==> src/rtl/assert_macros.svh <==
// assertion helpers shared by the rtl files
`ifndef ASSERT_MACROS_SVH
`define ASSERT_MACROS_SVH

`ifndef SYNTHESIS

// property must hold at every clock edge outside reset
`define QP_ASSERT(lbl, clk, rst_n, prop) \
  lbl: assert property (@(posedge clk) disable iff (!rst_n) (prop)) \
    else $error("assertion failed");

// condition must never be true outside reset
`define QP_ASSERT_NEVER(lbl, clk, rst_n, cond) \
  lbl: assert property (@(posedge clk) disable iff (!rst_n) !(cond)) \
    else $error("forbidden condition seen");

`else

`define QP_ASSERT(lbl, clk, rst_n, prop)
`define QP_ASSERT_NEVER(lbl, clk, rst_n, cond)

`endif

`endif

==> src/rtl/qpht_pkg.sv <==
package qpht_pkg;

  localparam int KEY_IN_W = 32;
  localparam int COLOR_W  = 8;
  localparam int DIST_W   = 32;
  localparam int SLOT_W   = 13;
  localparam int OP_W     = 2;
  localparam int STAT_W   = 2;

  typedef enum logic [OP_W-1:0] {
    OP_LOOKUP = 2'd0,
    OP_STORE  = 2'd1,
    OP_CLEAR  = 2'd2,
    OP_RSVD   = 2'd3
  } opcode_e;

  typedef enum logic [STAT_W-1:0] {
    RES_HIT  = 2'd0,
    RES_MISS = 2'd1,
    RES_FULL = 2'd2,
    RES_DONE = 2'd3
  } result_e;

  typedef enum logic [2:0] {
    S_INIT,
    S_IDLE,
    S_CLEAR,
    S_CLR_DONE,
    S_MOD,
    S_START,
    S_PROBE
  } ctrl_state_e;

  typedef struct packed {
    logic [COLOR_W-1:0] red;
    logic [COLOR_W-1:0] green;
    logic [COLOR_W-1:0] blue;
    logic [DIST_W-1:0]  distance;
  } value_t;

  typedef struct packed {
    logic [OP_W-1:0]     opcode;
    logic [KEY_IN_W-1:0] key;
    value_t              value;
  } req_t;

  typedef struct packed {
    logic [STAT_W-1:0] status;
    logic [SLOT_W-1:0] slot;
    value_t            value;
  } rsp_t;

  typedef struct packed {
    logic    capture;
    logic    sweep_start;
    logic    sweep_step;
    logic    mod_step;
    logic    probe_start;
    logic    probe_next;
    logic    write;
    logic    emit;
    logic    use_slot;
    result_e res;
  } cmd_t;

  typedef struct packed {
    logic    sweep_last;
    logic    mod_last;
    logic    slot_empty;
    logic    key_match;
    logic    probe_last;
    logic    out_free;
    opcode_e op_in;
    opcode_e op;
  } sts_t;

endpackage

==> src/rtl/qpht_ctrl.sv <==
`include "assert_macros.svh"

module qpht_ctrl import qpht_pkg::*; (
  input  logic clk_i,
  input  logic rst_ni,
  input  logic in_valid_i,
  input  sts_t sts_i,
  output logic in_ready_o,
  output cmd_t cmd_o
);

  ctrl_state_e state_q, state_d;

  always_ff @(posedge clk_i or negedge rst_ni) begin
    if (!rst_ni) begin
      state_q <= S_INIT;
    end else begin
      state_q <= state_d;
    end
  end

  always_comb begin
    state_d    = state_q;
    in_ready_o = 1'b0;
    cmd_o      = '0;
    cmd_o.res  = RES_DONE;
    case (state_q)
      S_INIT: begin
        cmd_o.sweep_step = 1'b1;
        if (sts_i.sweep_last) begin
          state_d = S_IDLE;
        end
      end
      S_IDLE: begin
        in_ready_o = 1'b1;
        if (in_valid_i) begin
          cmd_o.capture = 1'b1;
          if (sts_i.op_in == OP_CLEAR) begin
            cmd_o.sweep_start = 1'b1;
            state_d           = S_CLEAR;
          end else begin
            state_d = S_MOD;
          end
        end
      end
      S_CLEAR: begin
        cmd_o.sweep_step = 1'b1;
        if (sts_i.sweep_last) begin
          state_d = S_CLR_DONE;
        end
      end
      S_CLR_DONE: begin
        if (sts_i.out_free) begin
          cmd_o.emit = 1'b1;
          cmd_o.res  = RES_DONE;
          state_d    = S_IDLE;
        end
      end
      S_MOD: begin
        cmd_o.mod_step = 1'b1;
        if (sts_i.mod_last) begin
          state_d = S_START;
        end
      end
      S_START: begin
        cmd_o.probe_start = 1'b1;
        state_d           = S_PROBE;
      end
      S_PROBE: begin
        // without probe_next the slot is read again while the output is busy
        if (sts_i.slot_empty || sts_i.key_match) begin
          if (sts_i.out_free) begin
            cmd_o.emit     = 1'b1;
            cmd_o.use_slot = 1'b1;
            if (sts_i.op == OP_STORE) begin
              cmd_o.write = 1'b1;
              cmd_o.res   = RES_DONE;
            end else if (sts_i.slot_empty) begin
              cmd_o.res = RES_MISS;
            end else begin
              cmd_o.res = RES_HIT;
            end
            state_d = S_IDLE;
          end
        end else if (sts_i.probe_last) begin
          if (sts_i.out_free) begin
            cmd_o.emit = 1'b1;
            cmd_o.res  = RES_FULL;
            state_d    = S_IDLE;
          end
        end else begin
          cmd_o.probe_next = 1'b1;
        end
      end
      default: begin
        state_d = S_INIT;
      end
    endcase
  end

  `QP_ASSERT(a_busy_after_accept, clk_i, rst_ni, (state_q == S_IDLE && in_valid_i) |=> state_q != S_IDLE)
  `QP_ASSERT_NEVER(a_emit_blocked, clk_i, rst_ni, cmd_o.emit && !sts_i.out_free)
  `QP_ASSERT(a_write_only_store, clk_i, rst_ni, cmd_o.write |-> (sts_i.op == OP_STORE && cmd_o.emit))

endmodule

==> config.mk <==
export PLATFORM = sky130hd
export DESIGN_NAME = qpht_ctrl
export DESIGN_NICKNAME = d
export VERILOG_FILES = /design/src/rtl/qpht_pkg.sv /design/src/rtl/qpht_ctrl.sv
export VERILOG_INCLUDE_DIRS = /design/src /design/src/rtl
export SDC_FILE = /design/constraint.sdc
export NUM_CORES = 1
export LEC_CHECK = 0
export BUFFER_PORTS_ARGS = -buffer_cell sky130_fd_sc_hd__buf_4
export CAP_MARGIN = 20
export CORE_AREA = 10 10 47 49
export CTS_BUF_LIST = sky130_fd_sc_hd__clkbuf_4 sky130_fd_sc_hd__clkbuf_8 sky130_fd_sc_hd__clkbuf_16
export CTS_CLUSTER_SIZE = 25
export DETAILED_ROUTE_END_ITERATION = 7
export DIE_AREA = 0 0 57 59
export PLACE_DENSITY = 0.66
export SLEW_MARGIN = 15
export SYNTH_ARGS = -nofsm -noshare
export SYNTH_HDL_FRONTEND = slang
export SYNTH_SLANG_ARGS = --single-unit
==> constraint.sdc <==
create_clock -name clk_i -period 2.35 [get_ports clk_i]
set_clock_uncertainty 0.15 [all_clocks]
set_input_delay 0.47 -clock clk_i [delete_from_list [all_inputs] [get_ports clk_i]]
set_output_delay 0.47 -clock clk_i [all_outputs]
set_load 0.05 [all_outputs]
==> flow_summary.json <==
{
  "leakagePower_nw": 0.291,
  "grt_usage_pct": 7.55,
  "crit_required_ns": 1.73,
  "num_vias": 412,
  "rsz0062_at_grt": "false",
  "antenna_found_initial": 0,
  "fin_crit_sh_pct": 90.5,
  "drt-wirelength-per-cell_microns": 13.4,
  "start_kind": "register",
  "yosysMostFrequentCell": "nor2_1",
  "drive_above_1_share_pct": 49.3,
  "fin_crit_ns": 2.13,
  "grt_overflow": 0,
  "coreArea_sq_mm": 0.00140,
  "switching_share_pct": 53.6,
  "cts_resized": 0,
  "reg2reg_depth": 4,
  "r2r_end": "state_q[0]",
  "die_area_sq_mm": 0.00336,
  "drv_cap": 0,
  "synth_top_family_by_area": "simple AND/OR/NAND/NOR gates",
  "dp_cells": 80,
  "postRouteAntennaNets": 0,
  "drt_iter0_drc": 5,
  "seqPwrFrac_pct": 20.1,
  "critical-path-max-stage-delay_ns": 0.48,
  "seq_area_frac_synth_pct": 21.3,
  "dr.pass1.iters": 2,
  "hpwl_microns": 958,
  "power_density_mw_per_mm2": 1220,
  "clkTransAtPathRegs_ns": 0.03,
  "fin_setup_tns_ns": 0,
  "clkPwrFrac_pct": 14.9,
  "worst-path-buf-inv": 1,
  "setup_viol": 0,
  "reg2reg_slack_ns": 1.07,
  "design_area_sq_um": 579,
  "clockBufferDepth": 2,
  "critPathMaxFanout": 10,
  "hold_class": "input port to register",
  "die_y_microns": 59,
  "instances_no_fill": 85,
  "routed.top_layer": "met4",
  "synthMuxAreaShare_pct": 2.84,
  "largest-register": "state_q",
  "avgSynthCellArea_sq_um": 8.40,
  "cp_data_arrival_time_ns": 1.51,
  "place_area_sq_um": 539,
  "start_util_pct": 25.2,
  "cp.depth": 4,
  "syn-num-nets": 55,
  "antenna_cells": 0,
  "finalHoldViolCount": 0,
  "hold_depth": 3,
  "crit_chain": "nand2b_4, nor3_4, and3_1, buf_4",
  "synthArstFlopShare_pct": 100,
  "synth-simple-area-share_pct": 40.4,
  "synth-main-ff-cell": "dfrtp_1",
  "wl_met2_microns": 462,
  "synth.top_cell.area_share_pct": 21.3,
  "reg_top3": "state_q: 3 flops",
  "p_int_mw": 0.327,
  "vdd_drop_max_mv": 0.498,
  "grt_max_degree": 11,
  "startpoint": "state_q[0]",
  "wl_met1_microns": 446,
  "largest_register_ffs": 3,
  "yosys-top-cells-count": "nor2_1, o21ai_0, dfrtp_1",
  "yosys_warnings": 0,
  "syn-cell-area_sq_um": 353,
  "cts_buffers": 3,
  "yosys.area_share.adder_pct": 0,
  "htree_levels": 1,
  "routed_wl_mm": 1.14,
  "synth_compound_area_share_pct": 25.5,
  "tightest_slew_ns": 0.335,
  "min_from": "sts_i[2]",
  "fmax_mhz": 470,
  "synth-xor-area-share_pct": 0,
  "pwr-share-comb_pct": 65.1,
  "outcome": "complete, no violations",
  "port_buffers": 24,
  "grt_pass1_vias": 454,
  "crit_end": "cmd_o[4]",
  "nets": 83,
  "yosysUniqueCellTypes": 28,
  "viasPerCell": 4.85,
  "route.met3.wl_microns": 181,
  "cp_slowest_cell": "dfrtp_1",
  "cts_tree": "yes",
  "rows": 14,
  "cp-end-kind": "output port",
  "drv_slew": 0,
  "ioPinCount": 25,
  "rr_startpoint": "state_q[1]",
  "syn_to_final_growth_pct": 64.2,
  "cts_root_buf": "clkbuf_4",
  "path_delay_family": "simple AND/OR/NAND/NOR gates",
  "place_congestion": 0.800,
  "yosysTopAreaCell": "dfrtp_1",
  "synth_cells": 42,
  "ys_ff_latch": 3,
  "synth-edff-count": 0,
  "fp.dieW_microns": 57,
  "critPathKind": "register to output port",
  "synthTopCellsByArea": "dfrtp_1, nand2b_4, buf_6",
  "p_sw_mw": 0.378,
  "grt_pass1_wl_mm": 2.00,
  "relSlewSlack_pct": 77.7,
  "route.detailed.drc": 0,
  "clock_latency_ns": 0.24,
  "cts.sinks": 3
}
==> cells in the final DEF (no fill, tap or decap), types with 2 or more instances in the layout <==
cell      synthesis  final
buf_4             0     25
nor2_1            6      6
clkbuf_4          0      4
o21ai_0           4      3
dfrtp_1           3      3
inv_1             2      2
nand2b_4          2      2
nand2_1           2      2
==> final cells by class <==
cell class                      instances  area (sq um)
Tap cell                               16          20.0
Inverter                                2          7.51
Clock buffer                            4          30.0
Fill cell                             160           822
Multi-Input combinational cell         34           249
Sequential cell                         3          75.1
Timing Repair Buffer                   26           198
==> routing by layer <==
layer / vias to the layer above / global-route usage [%]
li1: 206 / -
met1: 178 / 7.44
met2: 24 / 10.4
met3: 4 / 5.15
met4: 0 / 7.05
met5: - / 0
==> tightest hold or removal path: cells and delay by family <==
kind | cells | cell delay, ns
buffers and inverters | 1 | 0.08
AND/OR/NAND/NOR | 1 | 0.05
AO/OA/AOI/OAI | 1 | 0.12
==> how the worst min path moves through the flow <==
stage	to	slack [ns]
finish	state_q[2]	0.37
CTS	state_q[2]	0.38
global placement	state_q[2]	0.11
global route	state_q[1]	0.39
floorplan	state_q[0]	0.02
detailed placement	state_q[2]	0.11
==> metrics by stage <==
step	total power, mW	worst slack, ns	hold slack (ns)	util (%)
3_5_place_dp	0.605	0.471	0.110	38.5
4_1_cts	0.717	0.203	0.376	41.3
3_3_place_gp	0.605	0.477	0.111	38.5
6_report	0.705	0.224	0.372	41.3
5_1_grt	0.760	0.124	0.387	41.3
2_1_floorplan	0.508	0.0417	0.0244	-
==> power by group through the flow <==
stage                     combinational [mW]  sequential (mW)  clock, mW
after floorplan                        0.413           0.0956          0
after global placement                 0.464            0.140          0
after detailed placement               0.464            0.141          0
after CTS                              0.466            0.141      0.110
after global routing                   0.495            0.148      0.116
final                                  0.459            0.141      0.105
==> cells by family (layout without fill, tap and decap cells) <==
kind of cell    count (synthesis)  count (layout)
compound gates                 13              13
mux                             1               1
simple gates                   20              20
buf+inv                         5              32
flops                           3               3
==> what timing repair did <==
action | in CTS | in global routing
setup buffers | 0 | 0
hold buffers | 1 | 0
hold endpoints to repair | 3 | 0
(Power assumes the default switching activity.)
